## src/rtl/bcss_pkg.sv

```systemverilog
package bcss_pkg;

  // Number of segments along each curve; SEGMENTS+1 samples are produced.
  localparam int SEGMENTS = 20;
  localparam int SEG_CNT  = SEGMENTS + 1;
  localparam int TAB_W    = (SEG_CNT > 1) ? $clog2(SEG_CNT) : 1;

  // Field widths.
  localparam int COORD_W = 16;
  localparam int SW_W    = 15;
  localparam int IDX_W   = 6;
  localparam int WGT_W   = 17;

  // Result queue depth and the width of a counter that can hold it.
  localparam int OFIFO_DEPTH = 8;
  localparam int OPTR_W      = $clog2(OFIFO_DEPTH);
  localparam int OCNT_W      = OPTR_W + 1;

  // Curve queue between the front and the back.
  localparam int CQ_DEPTH = 2;
  localparam int CQ_PTR_W = $clog2(CQ_DEPTH);
  localparam int CQ_CNT_W = CQ_PTR_W + 1;

  localparam longint unsigned ONE_Q16 = 64'd65536;

  // The sample parameter t advances by 65536/SEGMENTS per sample; the quotient and
  // remainder of that step and of the rounding offset are fixed at elaboration.
  localparam longint unsigned SEG_DIV  = 64'(SEGMENTS);
  localparam longint unsigned T_STEP_Q = ONE_Q16 / SEG_DIV;
  localparam longint unsigned T_STEP_R = ONE_Q16 % SEG_DIV;
  localparam longint unsigned T_INIT_Q = 64'(SEGMENTS / 2) / SEG_DIV;
  localparam longint unsigned T_INIT_R = 64'(SEGMENTS / 2) % SEG_DIV;

  typedef struct packed {
    logic signed [COORD_W-1:0] x;
    logic signed [COORD_W-1:0] y;
  } pt_t;

  // Raw input transaction as it arrives on the ports.
  typedef struct packed {
    pt_t  start_p;
    pt_t  end_p;
    pt_t  ctrl1_p;
    pt_t  ctrl2_p;
    logic is_cubic;
  } item_t;

  // Classified curve: four points in weight order, unused point is zero.
  typedef struct packed {
    pt_t [3:0] pts;
    logic      cubic;
  } curve_t;

  // One result transaction.
  typedef struct packed {
    logic signed [COORD_W-1:0] sample_x;
    logic signed [COORD_W-1:0] sample_y;
    logic signed [COORD_W-1:0] baseline_y;
    logic [IDX_W-1:0]          sample_index;
    logic                      last_sample;
  } res_t;

  // Status passed from the result queue to the top level.
  typedef struct packed {
    logic empty;
    logic full;
  } ofifo_stat_t;

  typedef logic [SEG_CNT-1:0][3:0][WGT_W-1:0] wtab_t;

  // Bernstein weights in Q1.16 for every sample, rounded half up.
  // t is kept as a running quotient and remainder, so no division is needed per sample.
  function automatic wtab_t build_wtab(input logic cubic);
    wtab_t           tab;
    longint unsigned t_q;
    longint unsigned t_r;
    longint unsigned t;
    longint unsigned u;
    tab = '0;
    t_q = T_INIT_Q;
    t_r = T_INIT_R;
    for (int i = 0; i < SEG_CNT; i++) begin
      t = (t_q > ONE_Q16) ? ONE_Q16 : t_q;
      u = ONE_Q16 - t;
      if (cubic) begin
        tab[i][0] = WGT_W'((u * u * u + 64'h8000_0000) >> 32);
        tab[i][1] = WGT_W'((64'd3 * u * u * t + 64'h8000_0000) >> 32);
        tab[i][2] = WGT_W'((64'd3 * u * t * t + 64'h8000_0000) >> 32);
        tab[i][3] = WGT_W'((t * t * t + 64'h8000_0000) >> 32);
      end else begin
        tab[i][0] = WGT_W'((u * u + 64'h8000) >> 16);
        tab[i][1] = WGT_W'((64'd2 * u * t + 64'h8000) >> 16);
        tab[i][2] = WGT_W'((t * t + 64'h8000) >> 16);
        tab[i][3] = '0;
      end
      // Step to the next sample; a full remainder carries into the quotient.
      t_q = t_q + T_STEP_Q;
      t_r = t_r + T_STEP_R;
      if (t_r >= SEG_DIV) begin
        t_q = t_q + 64'd1;
        t_r = t_r - SEG_DIV;
      end
    end
    return tab;
  endfunction

  localparam wtab_t W_QUAD  = build_wtab(1'b0);
  localparam wtab_t W_CUBIC = build_wtab(1'b1);

endpackage

```

## src/rtl/bcss_ofifo.sv

```systemverilog
module bcss_ofifo
  import bcss_pkg::*;
(
  input  logic        clk,
  input  logic        rst_n,
  input  logic        wr,
  input  res_t        wr_data,
  input  logic        rd,
  output res_t        rd_data,
  output ofifo_stat_t stat
);

  res_t              mem_r [OFIFO_DEPTH];
  logic [OPTR_W-1:0] wr_ptr_r;
  logic [OPTR_W-1:0] rd_ptr_r;
  logic [OCNT_W-1:0] cnt_r, cnt_nxt;

  assign stat.empty = (cnt_r == '0);
  assign stat.full  = (cnt_r == OCNT_W'(OFIFO_DEPTH));
  assign rd_data    = mem_r[rd_ptr_r];

  // Fill count follows writes and reads.
  assign cnt_nxt = cnt_r + OCNT_W'(wr) - OCNT_W'(rd);

  always_ff @(posedge clk) begin
    if (!rst_n) begin
      wr_ptr_r <= '0;
      rd_ptr_r <= '0;
      cnt_r    <= '0;
    end else begin
      if (wr) begin
        wr_ptr_r <= wr_ptr_r + 1'b1;
      end
      if (rd) begin
        rd_ptr_r <= rd_ptr_r + 1'b1;
      end
      cnt_r <= cnt_nxt;
    end
  end

  // Result storage.
  always_ff @(posedge clk) begin
    if (wr) begin
      mem_r[wr_ptr_r] <= wr_data;
    end
  end

endmodule

```

## config.mk

```make
export PLATFORM = sky130hd
export DESIGN_NAME = bcss_ofifo
export DESIGN_NICKNAME = d
export VERILOG_FILES = /design/src/rtl/bcss_pkg.sv /design/src/rtl/bcss_ofifo.sv
export SDC_FILE = /design/constraint.sdc
export NUM_CORES = 1
export LEC_CHECK = 0
export ABC_AREA = 1
export BUFFER_PORTS_ARGS = -buffer_cell sky130_fd_sc_hd__buf_2
export CORE_AREA = 4 4 186 188
export CTS_CLUSTER_SIZE = 28
export DETAILED_ROUTE_END_ITERATION = 10
export DIE_AREA = 0 0 190 192
export GPL_TIMING_DRIVEN = 0
export PLACE_DENSITY = 0.83
export SLEW_MARGIN = 20
export SYNTH_ARGS = -nofsm -noshare
export SYNTH_HDL_FRONTEND = slang
export SYNTH_SLANG_ARGS = --single-unit
```

## constraint.sdc

```tcl
create_clock -name clk -period 4.9 [get_ports clk]
set_clock_uncertainty 0.15 [all_clocks]
set_input_delay 0 -clock clk [delete_from_list [all_inputs] [get_ports clk]]
set_output_delay 0 -clock clk [all_outputs]
set_load 0.02 [all_outputs]
```

==> impl_table.tex <==
\begin{tabular}{lr}
\hline
Metric & Value \\
\hline
\multicolumn{2}{l}{\textbf{Yosys}} \\
\quad Dominant combinational cell family by area after synthesis & simple AND/OR/NAND/NOR gates \\
\quad Post-synthesis compound-gate area fraction & 0.00227 \\
\quad Yosys top cell area share & 0.665 \\
\quad Largest cells by area after synthesis & sky130\_fd\_sc\_hd\_\_edfxtp\_1 (67\%), sky130\_fd\_sc\_hd\_\_nand2\_1 (14\%), sky130\_fd\_sc\_hd\_\_inv\_1 (8.6\%), sky130\_fd\_sc\_hd\_\_nand3\_1 (5.6\%), sky130\_fd\_sc\_hd\_\_buf\_6 (1.4\%) \\
\quad Library cells used by synthesis & 21 \\
\quad Number of instances in the synthesized netlist & about 2000 \\
\quad Synthesized-area fraction occupied by xor and xnor cells & 0.000882 \\
\quad Count of yosys warnings during synthesis & 0 \\
\quad Yosys top cell by area & sky130\_fd\_sc\_hd\_\_edfxtp\_1 \\
\quad Mapped Area & 19900 µm² \\
\quad Adder-cell share of the synthesized area & 0.00605 \\
\quad Sequential element share of the synthesized area & 0.678 \\
\quad Net count after synthesis & a little over 2000 \\
\quad \#FFs+latches synth & around 450 \\
\quad Simple logic cell fraction of the synthesized area & 0.198 \\
\quad Share of cell area taken by muxes after synthesis & 0 \\
\quad Mean instance size in the synthesized netlist & 10.0 µm² \\
\multicolumn{2}{l}{\textbf{STA}} \\
\quad Max Fclk & between 0.3 and 0.4 GHz \\
\quad Worst Setup Slack, final & between 2 and 2.5 ns \\
\quad Fin crit share & 0.511 \\
\quad Minimum period implied by the final worst setup slack & 2.50 ns \\
\quad Max-Slew Margin vs Limit & 0.474 \\
\quad Worst-margin pin slew & 0.789 ns \\
\quad Hold\_ws & around 0.12 ns \\
\quad Final Max Tran Viols & 0 \\
\quad Final-report hold violation count & 0 \\
\quad Sum of negative setup slack & 0 ns \\
\quad Setup repair after global routing missed its margin & false \\
\quad Endpoints failing setup & 0 \\
\multicolumn{2}{l}{\textbf{Outcome}} \\
\quad Result of the run & complete, no violations \\
\multicolumn{2}{l}{\textbf{Cells and area}} \\
\quad \# nets final & between 2000 and 2500 \\
\quad Layout overhead on the synthesized area & 18.3\% \\
\quad Share of post-route cells with drive strength above 1 & 0.126 \\
\multicolumn{2}{l}{\textbf{Global routing}} \\
\quad Antenna violations before repair & 1 \\
\quad Global-route wire length before repair & 72700 µm \\
\quad GRT Util Overall & 0.254 \\
\quad Global-route congestion overflow total & 0 \\
\quad Vias in the first global route & $\sim$14000 \\
\quad Maximum number of pins on one net before global-route repair & 24 \\
\multicolumn{2}{l}{\textbf{Run}} \\
\quad Max-capacitance violation count & 0 \\
\multicolumn{2}{l}{\textbf{Detailed routing}} \\
\quad Antenna Violating Nets Remaining & 0 \\
\quad First-pass DRT Iterations & 6 \\
\quad Initial DRC Count & between 1000 and 1500 \\
\quad Routed WL per cell & 17.1 µm \\
\quad Vias per Instance & 5.20 \\
\quad Routed wire length & $\sim$46000 µm \\
\quad DR vias & between 10000 and 15000 \\
\quad DRC errors left & 0 \\
\multicolumn{2}{l}{\textbf{Critical path}} \\
\quad Slowest stage cell, crit path & sky130\_fd\_sc\_hd\_\_clkbuf\_1 \\
\quad Crit Path Category & flip-flop to output pin \\
\quad Worst setup path end & rd\_data[17] \\
\quad Type of element launching the critical path & flip-flop \\
\quad Longest individual stage delay on the worst path & 0.61 ns \\
\quad Data arrival time of the worst path & around 2.4 ns \\
\quad Data required, critical path & 4.75 ns \\
\quad Setup slack, reg-to-reg & 2.65 ns \\
\quad Cell count of the worst reg-to-reg path & 4 \\
\quad Endpoint of the most critical register-to-register path & mem\_r[3][27] \\
\quad Type of element capturing the critical path & output pin \\
\quad Critical Path, Cell by Cell & clkbuf\_1 > buf\_2 > nand2\_1 > nand2\_1 > buf\_2 \\
\quad Reg-to-reg startpoint & wr\_ptr\_r[0] \\
\quad Worst Path Max Fanout & 10 \\
\multicolumn{2}{l}{\textbf{Power and ir drop}} \\
\quad Overall Power & 8.95 mW \\
\quad Worst IR Drop VDD & around 0.00034 V \\
\quad P\_leak & $\sim$11 nW \\
\quad Power per cell area & about 380 nW/µm² \\
\multicolumn{2}{l}{\textbf{Floorplanning}} \\
\quad Initial cell density of the core & 0.600 \\
\quad Area of the die & $\sim$36000 µm² \\
\quad Num rows & between 60 and 70 \\
\quad Die Width & about 190 µm \\
\quad Core outline area & roughly 33000 µm² \\
\quad I/O pin count & roughly 120 \\
\quad Vertical die dimension & $\sim$190 µm \\
\multicolumn{2}{l}{\textbf{Clock tree}} \\
\quad Clk buf depth & 3 \\
\quad Worst-skew pair later-pin latency & 0.54 ns \\
\quad Post-CTS clock slew at the launch and capture registers of the worst setup and hold paths & around 0.060 ns \\
\quad H-tree levels & 2 \\
\quad Total clock buffers created by CTS & 45 \\
\quad Clock sink count & $\sim$450 \\
\quad Clock root buffer master & sky130\_fd\_sc\_hd\_\_clkbuf\_16 \\
\quad PostCTS Resize Cnt & 0 \\
\quad CTS tree & done \\
\multicolumn{2}{l}{\textbf{Hold path}} \\
\quad Hold Path Class & primary input to flip-flop \\
\quad Worst hold path stage count & 2 \\
\multicolumn{2}{l}{\textbf{Placed design}} \\
\quad Minimum setup slack after placement & $\sim$2.7 ns \\
\quad Estimated wirelength of the detail-placed design & 28600 µm \\
\quad Final weighted congestion in routability-driven placement & between 0.7 and 0.8 \\
\quad Buffers added on ports & around 120 \\
\hline
\end{tabular}
## repair_timing
action	in CTS	in global routing
endpoints found under the hold margin	453	0
setup buffers	0	0
hold buffers	59	0
## per-layer routing
metal / global-route usage / wire, µm / up-vias
met5: 0 / 7 / -
met4: 0.0999 / 1460 / 2
met3: 0.0400 / 4080 / 122
met2: 0.455 / 23900 / 692
met1: 0.311 / 17000 / 6617
li1: - / - / 6639
## layout make-up
class	instances	area (µm²)
buffer	84	563
inverter	457	1720
tap	448	561
fill	2198	9620
clock inverter	24	229
antenna	2	5.00
timing repair buffer	191	1550
sequential	453	13500
multi-input combinational	988	4170
clock buffer	58	1230
## power by group
group / internal (mW) / switching [mW] / total, mW
Sequential: 4.35 / 0.0306 / 4.38
Combinational: 0.391 / 0.783 / 1.17
Clock: 1.98 / 1.41 / 3.39
## metrics by stage
stage	util	instances	cell area (µm²)
after floorplan	-	1982	19900
after global routing	0.709	2703	23500
after global placement	0.634	2545	21000
final	0.710	2705	23500
after detailed placement	0.648	2562	21400
after CTS	0.709	2703	23500
## placed cells by master (no fill, tap or decap), types with 2 or more instances in the layout
cell type and count:
sky130_fd_sc_hd__dlygate4sd3_1 59, sky130_fd_sc_hd__ha_1 8, sky130_fd_sc_hd__inv_1 455, sky130_fd_sc_hd__clkbuf_16 47, sky130_fd_sc_hd__clkinv_2 9, sky130_fd_sc_hd__edfxtp_1 440, sky130_fd_sc_hd__or2_2 2, sky130_fd_sc_hd__buf_6 24
sky130_fd_sc_hd__buf_2 166, sky130_fd_sc_hd__diode_2 2, sky130_fd_sc_hd__nor2_1 7, sky130_fd_sc_hd__bufinv_16 4, sky130_fd_sc_hd__clkbuf_1 14, sky130_fd_sc_hd__nor3b_1 2, sky130_fd_sc_hd__buf_1 4, sky130_fd_sc_hd__buf_16 6
sky130_fd_sc_hd__nand2_1 727, sky130_fd_sc_hd__dfxtp_1 13, sky130_fd_sc_hd__nor2_4 8, sky130_fd_sc_hd__buf_12 11, sky130_fd_sc_hd__nand3_1 222, sky130_fd_sc_hd__o21ai_0 3, sky130_fd_sc_hd__clkinv_1 8, sky130_fd_sc_hd__a21oi_1 6
## worst min-delay path by stage
stage | from | endpoint | slack (ns)
after floorplan | rst_n | cnt_r[0] | -0.06
after global placement | wr_data[33] | mem_r[5][33] | 0.11
after detailed placement | wr_data[7] | mem_r[5][7] | 0.12
after CTS | wr_data[9] | mem_r[2][9] | 0.1
after global routing | wr_data[51] | mem_r[2][51] | 0.12
final | wr_data[51] | mem_r[6][51] | 0.12
## cell usage after synthesis
library cell and number:
sky130_fd_sc_hd__fa_1 1, sky130_fd_sc_hd__clkbuf_1 4, sky130_fd_sc_hd__a21oi_1 6, sky130_fd_sc_hd__nor3b_1 2, sky130_fd_sc_hd__or2_2 2, sky130_fd_sc_hd__xor2_1 1
sky130_fd_sc_hd__edfxtp_1 440, sky130_fd_sc_hd__nand2_1 727, sky130_fd_sc_hd__o21ai_0 3, sky130_fd_sc_hd__buf_1 4, sky130_fd_sc_hd__dfxtp_1 13, sky130_fd_sc_hd__inv_4 1
sky130_fd_sc_hd__inv_1 455, sky130_fd_sc_hd__buf_4 1, sky130_fd_sc_hd__nand3_1 222, sky130_fd_sc_hd__nor2_1 15, sky130_fd_sc_hd__buf_2 51, sky130_fd_sc_hd__buf_6 24
sky130_fd_sc_hd__xnor2_1 1, sky130_fd_sc_hd__ha_1 8, sky130_fd_sc_hd__inv_2 1
## cells by family after synthesis
group	count (synthesis)
fa+ha+maj	9
simple gates	968
xor+xnor	2
buf+inv	541
compound gates	9
flops	453
## critical path, delay by kind of cell (launching register included)
kind	cells	cell delay [ns]
buffers and inverters	3	1.19
AND/OR/NAND/NOR	2	0.24
flip-flops	1	0.36
## flip-flops by register name, indices dropped and copies added, names as in the netlist, named ones only
name / flops
wr_ptr_r: 3
cnt_r: 4
rd_ptr_r: 3
mem_r: 440
No activity file was read; power rests on OpenSTA's default activity.
