### config.mk
export PLATFORM = sky130hd
export DESIGN_NAME = bcss_front
export DESIGN_NICKNAME = d
export VERILOG_FILES = /design/src/rtl/bcss_pkg.sv /design/src/rtl/bcss_front.sv
export SDC_FILE = /design/constraint.sdc
export NUM_CORES = 1
export LEC_CHECK = 0
export ABC_AREA = 0
export BUFFER_PORTS_ARGS = -buffer_cell sky130_fd_sc_hd__buf_4
export CORE_MARGIN = 2
export CORE_UTILIZATION = 57
export DETAILED_ROUTE_END_ITERATION = 12
export PLACE_DENSITY = 0.85
export SYNTH_ARGS = -nofsm -noshare
export SYNTH_HDL_FRONTEND = slang
export SYNTH_SLANG_ARGS = --single-unit
### constraint.sdc
create_clock -name clk -period 14.7 [get_ports clk]
set_input_delay 0.735 -clock clk [delete_from_list [all_inputs] [get_ports clk]]
set_output_delay 0.735 -clock clk [all_outputs]
set_load 0.005 [all_outputs]
### src/rtl/bcss_pkg.sv
package bcss_pkg;

  // Number of segments along each curve; SEGMENTS+1 samples are produced.
  localparam int SEGMENTS = 20;
  localparam int SEG_CNT  = SEGMENTS + 1;
  localparam int TAB_W    = (SEG_CNT > 1) ? $clog2(SEG_CNT) : 1;

  // Field widths.
  localparam int COORD_W = 16;
  localparam int SW_W    = 15;
  localparam int IDX_W   = 6;
  localparam int WGT_W   = 17;

  // Result queue depth and the width of a counter that can hold it.
  localparam int OFIFO_DEPTH = 8;
  localparam int OPTR_W      = $clog2(OFIFO_DEPTH);
  localparam int OCNT_W      = OPTR_W + 1;

  // Curve queue between the front and the back.
  localparam int CQ_DEPTH = 2;
  localparam int CQ_PTR_W = $clog2(CQ_DEPTH);
  localparam int CQ_CNT_W = CQ_PTR_W + 1;

  localparam longint unsigned ONE_Q16 = 64'd65536;

  // The sample parameter t advances by 65536/SEGMENTS per sample; the quotient and
  // remainder of that step and of the rounding offset are fixed at elaboration.
  localparam longint unsigned SEG_DIV  = 64'(SEGMENTS);
  localparam longint unsigned T_STEP_Q = ONE_Q16 / SEG_DIV;
  localparam longint unsigned T_STEP_R = ONE_Q16 % SEG_DIV;
  localparam longint unsigned T_INIT_Q = 64'(SEGMENTS / 2) / SEG_DIV;
  localparam longint unsigned T_INIT_R = 64'(SEGMENTS / 2) % SEG_DIV;

  typedef struct packed {
    logic signed [COORD_W-1:0] x;
    logic signed [COORD_W-1:0] y;
  } pt_t;

  // Raw input transaction as it arrives on the ports.
  typedef struct packed {
    pt_t  start_p;
    pt_t  end_p;
    pt_t  ctrl1_p;
    pt_t  ctrl2_p;
    logic is_cubic;
  } item_t;

  // Classified curve: four points in weight order, unused point is zero.
  typedef struct packed {
    pt_t [3:0] pts;
    logic      cubic;
  } curve_t;

  // One result transaction.
  typedef struct packed {
    logic signed [COORD_W-1:0] sample_x;
    logic signed [COORD_W-1:0] sample_y;
    logic signed [COORD_W-1:0] baseline_y;
    logic [IDX_W-1:0]          sample_index;
    logic                      last_sample;
  } res_t;

  // Status passed from the result queue to the top level.
  typedef struct packed {
    logic empty;
    logic full;
  } ofifo_stat_t;

  typedef logic [SEG_CNT-1:0][3:0][WGT_W-1:0] wtab_t;

  // Bernstein weights in Q1.16 for every sample, rounded half up.
  // t is kept as a running quotient and remainder, so no division is needed per sample.
  function automatic wtab_t build_wtab(input logic cubic);
    wtab_t           tab;
    longint unsigned t_q;
    longint unsigned t_r;
    longint unsigned t;
    longint unsigned u;
    tab = '0;
    t_q = T_INIT_Q;
    t_r = T_INIT_R;
    for (int i = 0; i < SEG_CNT; i++) begin
      t = (t_q > ONE_Q16) ? ONE_Q16 : t_q;
      u = ONE_Q16 - t;
      if (cubic) begin
        tab[i][0] = WGT_W'((u * u * u + 64'h8000_0000) >> 32);
        tab[i][1] = WGT_W'((64'd3 * u * u * t + 64'h8000_0000) >> 32);
        tab[i][2] = WGT_W'((64'd3 * u * t * t + 64'h8000_0000) >> 32);
        tab[i][3] = WGT_W'((t * t * t + 64'h8000_0000) >> 32);
      end else begin
        tab[i][0] = WGT_W'((u * u + 64'h8000) >> 16);
        tab[i][1] = WGT_W'((64'd2 * u * t + 64'h8000) >> 16);
        tab[i][2] = WGT_W'((t * t + 64'h8000) >> 16);
        tab[i][3] = '0;
      end
      // Step to the next sample; a full remainder carries into the quotient.
      t_q = t_q + T_STEP_Q;
      t_r = t_r + T_STEP_R;
      if (t_r >= SEG_DIV) begin
        t_q = t_q + 64'd1;
        t_r = t_r - SEG_DIV;
      end
    end
    return tab;
  endfunction

  localparam wtab_t W_QUAD  = build_wtab(1'b0);
  localparam wtab_t W_CUBIC = build_wtab(1'b1);

endpackage

### src/rtl/bcss_front.sv
module bcss_front
  import bcss_pkg::*;
(
  input  logic   clk,
  input  logic   rst_n,
  input  logic   push,
  input  item_t  item,
  output logic   full,
  output logic   crv_valid,
  output curve_t crv,
  input  logic   crv_take
);

  curve_t                cq_r [CQ_DEPTH];
  logic [CQ_PTR_W-1:0]   wr_ptr_r, wr_ptr_nxt;
  logic [CQ_PTR_W-1:0]   rd_ptr_r, rd_ptr_nxt;
  logic [CQ_CNT_W-1:0]   cnt_r, cnt_nxt;
  logic                  acc;
  curve_t                cls;

  assign full      = (cnt_r == CQ_CNT_W'(CQ_DEPTH));
  assign acc       = push && !full;
  assign crv_valid = (cnt_r != '0);
  assign crv       = cq_r[rd_ptr_r];

  // Put the points in weight order; a quadratic curve drops the second control point.
  always_comb begin
    cls.cubic  = item.is_cubic;
    cls.pts[0] = item.start_p;
    cls.pts[1] = item.ctrl1_p;
    if (item.is_cubic) begin
      cls.pts[2] = item.ctrl2_p;
      cls.pts[3] = item.end_p;
    end else begin
      cls.pts[2] = item.end_p;
      cls.pts[3] = '0;
    end
  end

  // Queue pointers and fill count.
  always_comb begin
    wr_ptr_nxt = acc ? wr_ptr_r + 1'b1 : wr_ptr_r;
    rd_ptr_nxt = crv_take ? rd_ptr_r + 1'b1 : rd_ptr_r;
    cnt_nxt    = cnt_r + CQ_CNT_W'(acc) - CQ_CNT_W'(crv_take);
  end

  always_ff @(posedge clk) begin
    if (!rst_n) begin
      wr_ptr_r <= '0;
      rd_ptr_r <= '0;
      cnt_r    <= '0;
    end else begin
      wr_ptr_r <= wr_ptr_nxt;
      rd_ptr_r <= rd_ptr_nxt;
      cnt_r    <= cnt_nxt;
    end
  end

  // Curve storage.
  always_ff @(posedge clk) begin
    if (acc) begin
      cq_r[wr_ptr_r] <= cls;
    end
  end

endmodule

==> results of run 1 <==
==> Yosys cell counts (2+ instances only) <==
cell type and count:
edfxtp_1 258, mux2_2 161, and2_1 34, buf_6 16, dfxtp_1 5, nor2_1 4, clkbuf_1 3, inv_1 3
buf_2 2, ha_1 2, nand2_1 2, nand2b_1 2
==> per-stage QoR <==
stage               total power [mW]  utilization  worst slack, ps  area (um2)  instances
finish                         1.875       0.7550            11080       13150       1018
global route                   1.947       0.7550            10940       13150       1018
CTS                            1.894       0.7550            11070       13150       1018
detailed placement             1.239       0.7057            11160       12290        969
global placement               1.224       0.7057            11280       12290        969
floorplan                      1.099            -             7893       10190        498
==> area by class of cell <==
| class | count | share of cell area |
|---|---|---|
| Sequential cell | 263 | 0.5971 |
| Multi-Input combinational cell | 211 | 0.1630 |
| Tap cell | 225 | 0.02141 |
| Clock inverter | 17 | 0.01246 |
| Clock buffer | 32 | 0.05281 |
| Inverter | 3 | 0.0008563 |
| Timing Repair Buffer | 267 | 0.1524 |
==> report_power, final <==
group          total, mW  internal, mW  switching [mW]
Clock              0.655         0.389           0.266
Combinational      0.279         0.152           0.127
Sequential         0.941         0.920          0.0214
==> logic make-up after synthesis <==
group	count (synthesis)	synth area share
muxes	162	0.1789
and+or+nand+nor	45	0.02603
xor gates and xnor gates	2	0.001719
buffers and inverters	24	0.02087
DFF	263	0.7700
adders and majority gates	2	0.002455
==> worst register-to-register path, stage by stage, from the launching register on <==
cell	delay, ps
dfxtp_1	330
nand2b_1	160
nand2_1	150
nor2_4	780
buf_4	620
buf_4	710
==> state kept, by name, summed over array words and instances, names as in the netlist, named ones only <==
register  flops
cnt_r         2
cq_r        258
rd_ptr_r      1
wr_ptr_r      1
==> routing by layer <==
metal / vias up / global-route usage
met5: - / 0
met4: 0 / 0.06463
li1: 2484 / -
met3: 34 / 0.06733
met1: 2677 / 0.2244
met2: 198 / 0.3610
==> path summary, 6_finish.rpt <==
kind / startpoint / end / slack (ps) / cells after the start
min: item[48] / cq_r[0][48] / 410 / 1
max: flop / crv[87] / 11080 / 3
min reg2reg: cnt_r[1] / cnt_r[1] / 520 / 2
max reg2reg: cnt_r[0] / cq_r[0][71] / 11530 / 5
==> key figures, run 1 <==
Outcome
  – Status: completed

Global route
  – Largest net degree at the start of global routing: 94
  – Number of global-route vias before repair: ~5600
  – Grt ovf: 0
  – Gr usage total: 0.2005
  – First-pass GRT wire length: slightly below 30 mm
  – Initial antenna violation count: 0

Timing
  – Max Freq: between 200 and 300 MHz
  – Worst Tran Pin Value: about 1300 ps
  – Final Max Tran Viols: 0
  – RSZ-0062 raised after global routing: no
  – Final hold vios: 0
  – Relative slew slack: 0.1554
  – Clock skew: roughly 8.3 ps
  – Setup TNS: 0 ps
  – Setup violators final: 0
  – Final Cycle Share: 0.2465
  – WHS: approximately 410 ps
  – Min Tclk post-route: 3624 ps

Worst setup path
  – Max stage delay cell, worst path: buf_4
  – Worst path required time: around 14000 ps
  – Crit path capture type: output pin
  – CP cell instances: buf_4 -> mux2_2 -> buf_4
  – Critical Path Max Stage Delay: about 1000 ps
  – Critical Path Fanout Max: 93
  – Top cell by count, worst path: buf_4
  – CP startpoint kind: flop
  – CP arrival: between 2000 and 3000 ps
  – Top delay family on crit path: buffers and inverters
  – Worst Path Buf+Inv: 2
  – Setup Crit Path Kind: reg2out

Drt
  – Highest metal used: met4
  – Metal2 WL: roughly 10 mm
  – Initial drt markers: 277
  – Vias post-DR: 5393
  – Drt first pass iters: 4
  – Drt wl/cell: about 20 um
  – Via density per instance: roughly 5.3
  – Final ANT Viol Nets: 0
  – Post-Route M1 WL: between 7 and 8 mm
  – DRC: 0
  – WL met3: roughly 1.8 mm
  – Final wirelength: between 15 and 20 mm

Yosys
  – Mapped Cells: between 400 and 500
  – Post-Syn Nets: approximately 630
  – Avg Cell Area, Syn: 20.46 um2
  – Predominant post-synthesis flop cell: edfxtp_1
  – Register bit total from synthesis: about 260
  – Netlist cell types: 18
  – Area leader, netlist: edfxtp_1
  – Post-synth top area share: 0.7602
  – Syn Std Cell Area: 10190 um2
  – Synth Warn #: 0
  – Number of synthesized flops with an enable pin: 258
  – Synth area leaders: edfxtp_1 (76%), mux2_2 (18%), and2_1 (2.1%)
  – Sequential area share after synthesis: 0.7700
  – Post-synth ARST share: 0

Clock tree
  – CTS tree: yes
  – H-Tree Depth: 1
  – CTS Buf Count: 27
  – Later-pin clock latency in the skew report: 510 ps
  – Clock root buffer: clkbuf_16
  – CTS resizes: 0
  – Hold Buf Count CTS: 0
  – Clock Path Buffers: 3
  – Post-CTS setup buffer count: 0
  – Sink Count: about 260
  – Clock transition at path regs: roughly 60 ps

Placed design
  – # port buffers: around 260
  – HPWL after DPL: approximately 13 mm
  – GPL Wtd Cong: around 0.72

Pwr
  – Standby leakage power: roughly 4.9 nW
  – Worst vdd ir: 0.1193 mV
  – Pwr Density: 142.6 nW/um2

Die
  – DIE HEIGHT: about 140 um
  – Die ar.: between 15000 and 20000 um2
  – Core Area: between 15000 and 20000 um2
  – IO Pins: 264
  – Initial Util: 0.5851
  – Row Count: 48
  – Die width: around 140 um

Cells and area
  – Fill cells: 1030
  – Diodes inserted: 0
  – Nets: just over 900
  – Multi-input logic area: approximately 2100 um2
  – Layout cells sized above 1: 0.5902
  – Commonest non-fill, non-tap cells in the layout: buf_4 (267), edfxtp_1 (258), mux2_2 (161)
  – Area grow syn2layout: 29.04%
  – Commonest non-fill, non-tap cell in the layout: buf_4
  – Register area: 7851 um2

Hold path
  – Hold crit path type: in2reg

Flow run
  – Max-Cap Viols: 0
Note: power is estimated with default switching activity, not from simulation.
==> run 2, diff against run 1 <==
CORE_UTILIZATION = 48   (was 57)
PLACE_DENSITY = 0.76   (was 0.85)
clock period = 3.3 ns   (was 14.7 ns; I/O delays follow)
==> run 2 against run 1 <==
Net effect: power grew to 4.5 times the previous value; critical endpoint is now crv[16]; highest routed layer unchanged; via count is 12% higher; sequential share of layout area shrank 6.7 points; hold slack got worse by 340 ps; clock skew hardly changed.
==> key figures, run 2 (same netlist as run 1, synthesis figures left out) <==
Clock tree
  – Clock root buffer: clkbuf_16
  – Later-pin clock latency in the skew report: around 510 ps
  – Post-CTS setup buffer count: 0
  – Clock Path Buffers: 3
  – CTS resizes: 0
  – Sink Count: around 260
  – H-Tree Depth: 1
  – Clock transition at path regs: roughly 60 ps
  – CTS Buf Count: 26
  – CTS tree: yes

Placed design
  – HPWL after DPL: around 13 mm
  – Area after DPL: 12430 um2
  – GPL Wtd Cong: 0.7245
  – # port buffers: 263
  – Setup WS pre-CTS: ~1300 ps

Worst setup path
  – Critical Path Fanout Max: between 90 and 100
  – CP startpoint kind: flop
  – Setup Crit Path Kind: reg2out
  – CP arrival: around 2300 ps
  – Crit path capture type: output pin
  – Worst path required time: between 3000 and 4000 ps

Die
  – Core Area: between 20000 and 25000 um2
  – Die width: 149.7 um
  – Row Count: 53
  – IO Pins: ~260
  – DIE HEIGHT: 149.7 um
  – Initial Util: 0.4863
  – Die ar.: approximately 22000 um2

Timing
  – Setup TNS: 0 ps
  – Setup violators final: 0
  – Relative slew slack: 0.4684
  – Final hold vios: 0
  – Min Tclk post-route: around 2500 ps
  – Max Freq: roughly 400 MHz
  – Final Cycle Share: 0.7594
  – Setup WS post-layout: ~800 ps
  – Final Max Tran Viols: 0
  – Worst Tran Pin Value: between 700 and 800 ps
  – RSZ-0062 raised after global routing: no
  – Clock skew: 8.039 ps

Cells and area
  – Max reg flops: 258
  – Area grow syn2layout: 45.29%
  – Layout cells sized above 1: 0.4974
  – Commonest non-fill, non-tap cells in the layout: buf_4 (266), edfxtp_1 (258), mux2_2 (161)
  – Cell area after layout: around 15000 um2
  – Multi-input logic area: about 2100 um2
  – Final core utilization: 0.7066
  – Commonest non-fill, non-tap cell in the layout: buf_4
  – Fill cells: between 1000 and 1500
  – Nets: approximately 1100
  – Register area: 7851 um2
  – Biggest regs: cq_r: 258 flops, cnt_r: 2 flops
  – Largest register by flop count: cq_r

Drt
  – Initial drt markers: about 200
  – Final wirelength: around 23 mm
  – Drt wl/cell: between 15 and 20 um
  – Via density per instance: approximately 5
  – DRC: 0
  – Vias post-DR: between 6000 and 7000
  – Drt first pass iters: 4
  – Final ANT Viol Nets: 0

Pwr
  – Internal Pwr Total: ~6.6 mW
  – Clock power share: 0.338
  – Combinational power share: 0.170
  – Pwr Density: between 500 and 600 nW/um2
  – Switching Power: ~1.9 mW
  – Worst vdd ir: roughly 0.44 mV
  – Sw Ratio: 0.2204
  – Reg power frac: 0.492
  – Standby leakage power: about 5.6 nW

Global route
  – First-pass GRT wire length: around 33 mm
  – Gr usage total: 0.1928
  – Largest net degree at the start of global routing: 95
  – Initial antenna violation count: 0
  – Number of global-route vias before repair: 6500
  – Grt ovf: 0

Hold path
  – Hold crit path type: in2reg

Outcome
  – Status: completed

Flow run
  – Max-Cap Viols: 0
## run 2: changes by cell type in the layout (fill, tap and decap cells not counted), sizes merged
cell / delta
clkinv: -2
dlygate4sd3: +154
diode: +1
clkbuf: -1
buf: +3
## run 2: routing by layer
metal  GRT usage  vias to the layer above  routed length, um
met4     0.05283                        0                481
met5           0                        -                  0
met3     0.04817                       41               1645
met2      0.3493                      237              11670
li1            -                     2802                  -
met1      0.2288                     2972               8714
## run 2: layout make-up
| class | instances | area share |
|---|---|---|
| timing repair buffer | 424 | 0.2444 |
| clock inverter | 15 | 0.009802 |
| inverter | 3 | 0.0007605 |
| multi-input combinational | 211 | 0.1448 |
| antenna | 1 | 0.0001690 |
| sequential | 263 | 0.5303 |
| clock buffer | 31 | 0.04665 |
| tap | 275 | 0.02324 |
## run 2: stage by stage
stage               power [mW]  instances  hold slack, ps
finish                   8.514       1223           65.38
floorplan                4.852        498           263.9
CTS                      8.566       1222           50.60
global route             8.855       1222           59.89
detailed placement       5.537       1022           352.4
global placement         5.485       1022           349.8
## run 2: worst max-delay path, cell delays in order (launching register included)
cell and delay [ps]:
dfxtp_4 660, buf_12 410, mux2_2 410, buf_4 140
## run 2: worst paths after layout
path            endpoint  depth (start not counted)      from  slack, ps
max              crv[16]                          3      flop        790
min             wr_ptr_r                          3      push         70
max reg2reg  cq_r[0][87]                          4  cnt_r[0]       1270
min reg2reg     rd_ptr_r                          2  rd_ptr_r        520
## run 2: what timing repair did
action,in CTS,in global routing
setup endpoints to repair,0,0
hold endpoints to repair,261,0
hold buffers,154,0
## run 2: power by group through the flow
stage	combinational (mW)	clock, mW	sequential, mW
2_1_floorplan	0.622	0	4.23
3_3_place_gp	1.25	0	4.23
3_5_place_dp	1.28	0	4.26
4_1_cts	1.45	2.93	4.19
5_1_grt	1.55	3.09	4.22
6_report	1.45	2.88	4.19
==> run 3, diff against run 2 <==
clock period = 2.1 ns   (was 3.3 ns; I/O delays follow)
==> run 3 against run 2 <==
Net effect: wire length up 0.16%; non-clock buffer count unchanged; sequential cell count unchanged; die area unchanged; hold slack better by 41 ps; first-iteration DRC count down 1.0%; power up 54%; largest cell class unchanged; largest power group unchanged; highest routed layer unchanged.
==> key figures, run 3 (same netlist as run 1, synthesis figures left out) <==
Placed design
  – HPWL after DPL: ~13 mm
  – GPL Wtd Cong: between 0.6 and 0.7
  – Placed instance count: around 1000
  – # port buffers: approximately 260
  – Area after DPL: around 12000 um2
  – Setup WS pre-CTS: approximately 570 ps

Cells and area
  – Max reg flops: 258
  – Commonest non-fill, non-tap cell in the layout: buf_4
  – Nets: 1065
  – Area grow syn2layout: 45.07%
  – Biggest regs: cq_r: 258 flops, cnt_r: 2 flops
  – Largest register by flop count: cq_r
  – Cell area after layout: between 10000 and 15000 um2
  – Final core utilization: 0.7055
  – Finished Layout Cells: roughly 1200
  – Commonest non-fill, non-tap cells in the layout: buf_4 (264), edfxtp_1 (258), mux2_2 (161)
  – Layout cells sized above 1: 0.4984

Pwr
  – Combinational power share: 0.178
  – Pwr Density: ~880 nW/um2
  – Sw Ratio: 0.2277
  – Internal Pwr Total: between 10 and 15 mW
  – Clock power share: 0.321
  – Reg power frac: 0.502
  – Total power: between 10 and 15 mW
  – Standby leakage power: 5.592 nW
  – Worst vdd ir: between 0.7 and 0.8 mV
  – Switching Power: 2.978 mW

Worst setup path
  – Worst path required time: about 2000 ps
  – CP arrival: 1880 ps
  – CP startpoint kind: flop
  – Critical R2R Launch: cnt_r[1]
  – Reg2Reg Depth: 8
  – Setup Crit Path Kind: reg2out
  – Crit path capture type: output pin
  – Flop2flop setup slack: about 530 ps
  – Reg2reg end: cnt_r[1]
  – Critical Path Fanout Max: 79
  – CP Capture Point: crv[75]

Outcome
  – Status: completed

Timing
  – Final Cycle Share: 0.9437
  – Clock skew: roughly 7.0 ps
  – Worst Tran Pin Value: approximately 470 ps
  – Final hold vios: 0
  – Setup WS post-layout: roughly 120 ps
  – Setup violators final: 0
  – Max Freq: about 500 MHz
  – RSZ-0062 raised after global routing: no
  – Relative slew slack: 0.6873
  – Min Tclk post-route: about 2000 ps
  – Final Max Tran Viols: 0

Global route
  – Grt ovf: 0
  – Gr usage total: 0.1926
  – Largest net degree at the start of global routing: 80
  – First-pass GRT wire length: between 30 and 40 mm
  – Number of global-route vias before repair: 6606
  – Initial antenna violation count: 0

Clock tree
  – Clock root buffer: clkbuf_16
  – H-Tree Depth: 1
  – CTS tree: yes
  – Sink Count: between 200 and 300
  – Clock transition at path regs: 60 ps
  – Post-CTS setup buffer count: 0
  – Later-pin clock latency in the skew report: 520 ps
  – CTS Buf Count: 27
  – Clock Path Buffers: 3

Hold path
  – Hold crit path type: in2reg

Die
  – IO Pins: 264
  – DIE HEIGHT: roughly 150 um
  – Row Count: 53
  – Initial Util: 0.4863
  – Core Area: around 21000 um2
  – Die ar.: about 22000 um2
  – Die width: approximately 150 um

Flow run
  – Max-Cap Viols: 0

Drt
  – Via density per instance: 4.977
  – Drt wl/cell: approximately 18 um
  – Drt first pass iters: 4
  – Final wirelength: 22.54 mm
  – Final ANT Viol Nets: 0
  – DRC: 0
  – Initial drt markers: ~200
  – Vias post-DR: 6087
==> run 3: cell types whose count changed in the layout (fill, tap and decap cells not counted), sizes merged <==
cell / before / now
buf: 270 / 271
bufinv: 3 / 0
clkbuf: 31 / 35
clkinv: 11 / 10
clkinvlp: 1 / 0
dlygate4sd3: 154 / 153
inv: 3 / 4
==> run 3: what timing repair did <==
| action | CTS | global route |
|---|---|---|
| endpoints found under the hold margin | 261 | 0 |
| setup endpoints to repair | 0 | 0 |
| hold buffers | 153 | 0 |
| gates resized for setup | 0 | 0 |
==> run 3: power groups by stage <==
stage	Sequential, mW	Clock [mW]	Combinational, mW
floorplan	6.65	0	0.987
global placement	6.63	0	2.00
detailed placement	6.67	0	2.06
CTS	6.56	4.27	2.32
global route	6.61	4.50	2.48
finish	6.56	4.19	2.32
==> run 3: worst min-delay path by stage <==
stage                   from     endpoint  slack (ps)  depth (start not counted)
finish               item[0]   cq_r[0][0]         110                          2
global route         item[0]   cq_r[0][0]         100                          2
CTS                  item[0]   cq_r[0][0]          70                          2
detailed placement  item[63]  cq_r[1][63]         290                          1
global placement    item[33]  cq_r[0][33]         290                          1
floorplan            item[0]   cq_r[0][0]         200                          0
==> run 3: metal layers <==
metal | GRT usage | vias up | wire length (um)
met2 | 0.3571 | 215 | 11990
li1 | - | 2806 | -
met3 | 0.05488 | 48 | 1707
met4 | 0.06226 | 0 | 564
met1 | 0.2126 | 3018 | 8283
met5 | 0 | - | 0
==> run 3: cell type report <==
cell class | instances | area (um2)
multi-input cells | 211 | 2158
diodes | 1 | 2.502
inverters | 3 | 11.26
repair buffers | 424 | 3654
clock buffers | 35 | 705.7
clock inverters | 11 | 56.30
well taps | 275 | 344.1
fillers | 1281 | 6171
flip-flops and latches | 263 | 7853
==> run 3: through the flow <==
| step | setup TNS (ps) | hold slack, ps |
|---|---|---|
| 2_1_floorplan | -147830 | 203.9 |
| 3_3_place_gp | 0 | 290.4 |
| 3_5_place_dp | 0 | 292.8 |
| 4_1_cts | 0 | 65.45 |
| 5_1_grt | 0 | 98.45 |
| 6_report | 0 | 105.9 |
==> run 3: critical path, stage by stage (launching register included) <==
cell and delay [ps]:
dfxtp_4 370, buf_12 370, mux2_2 400, buf_4 140
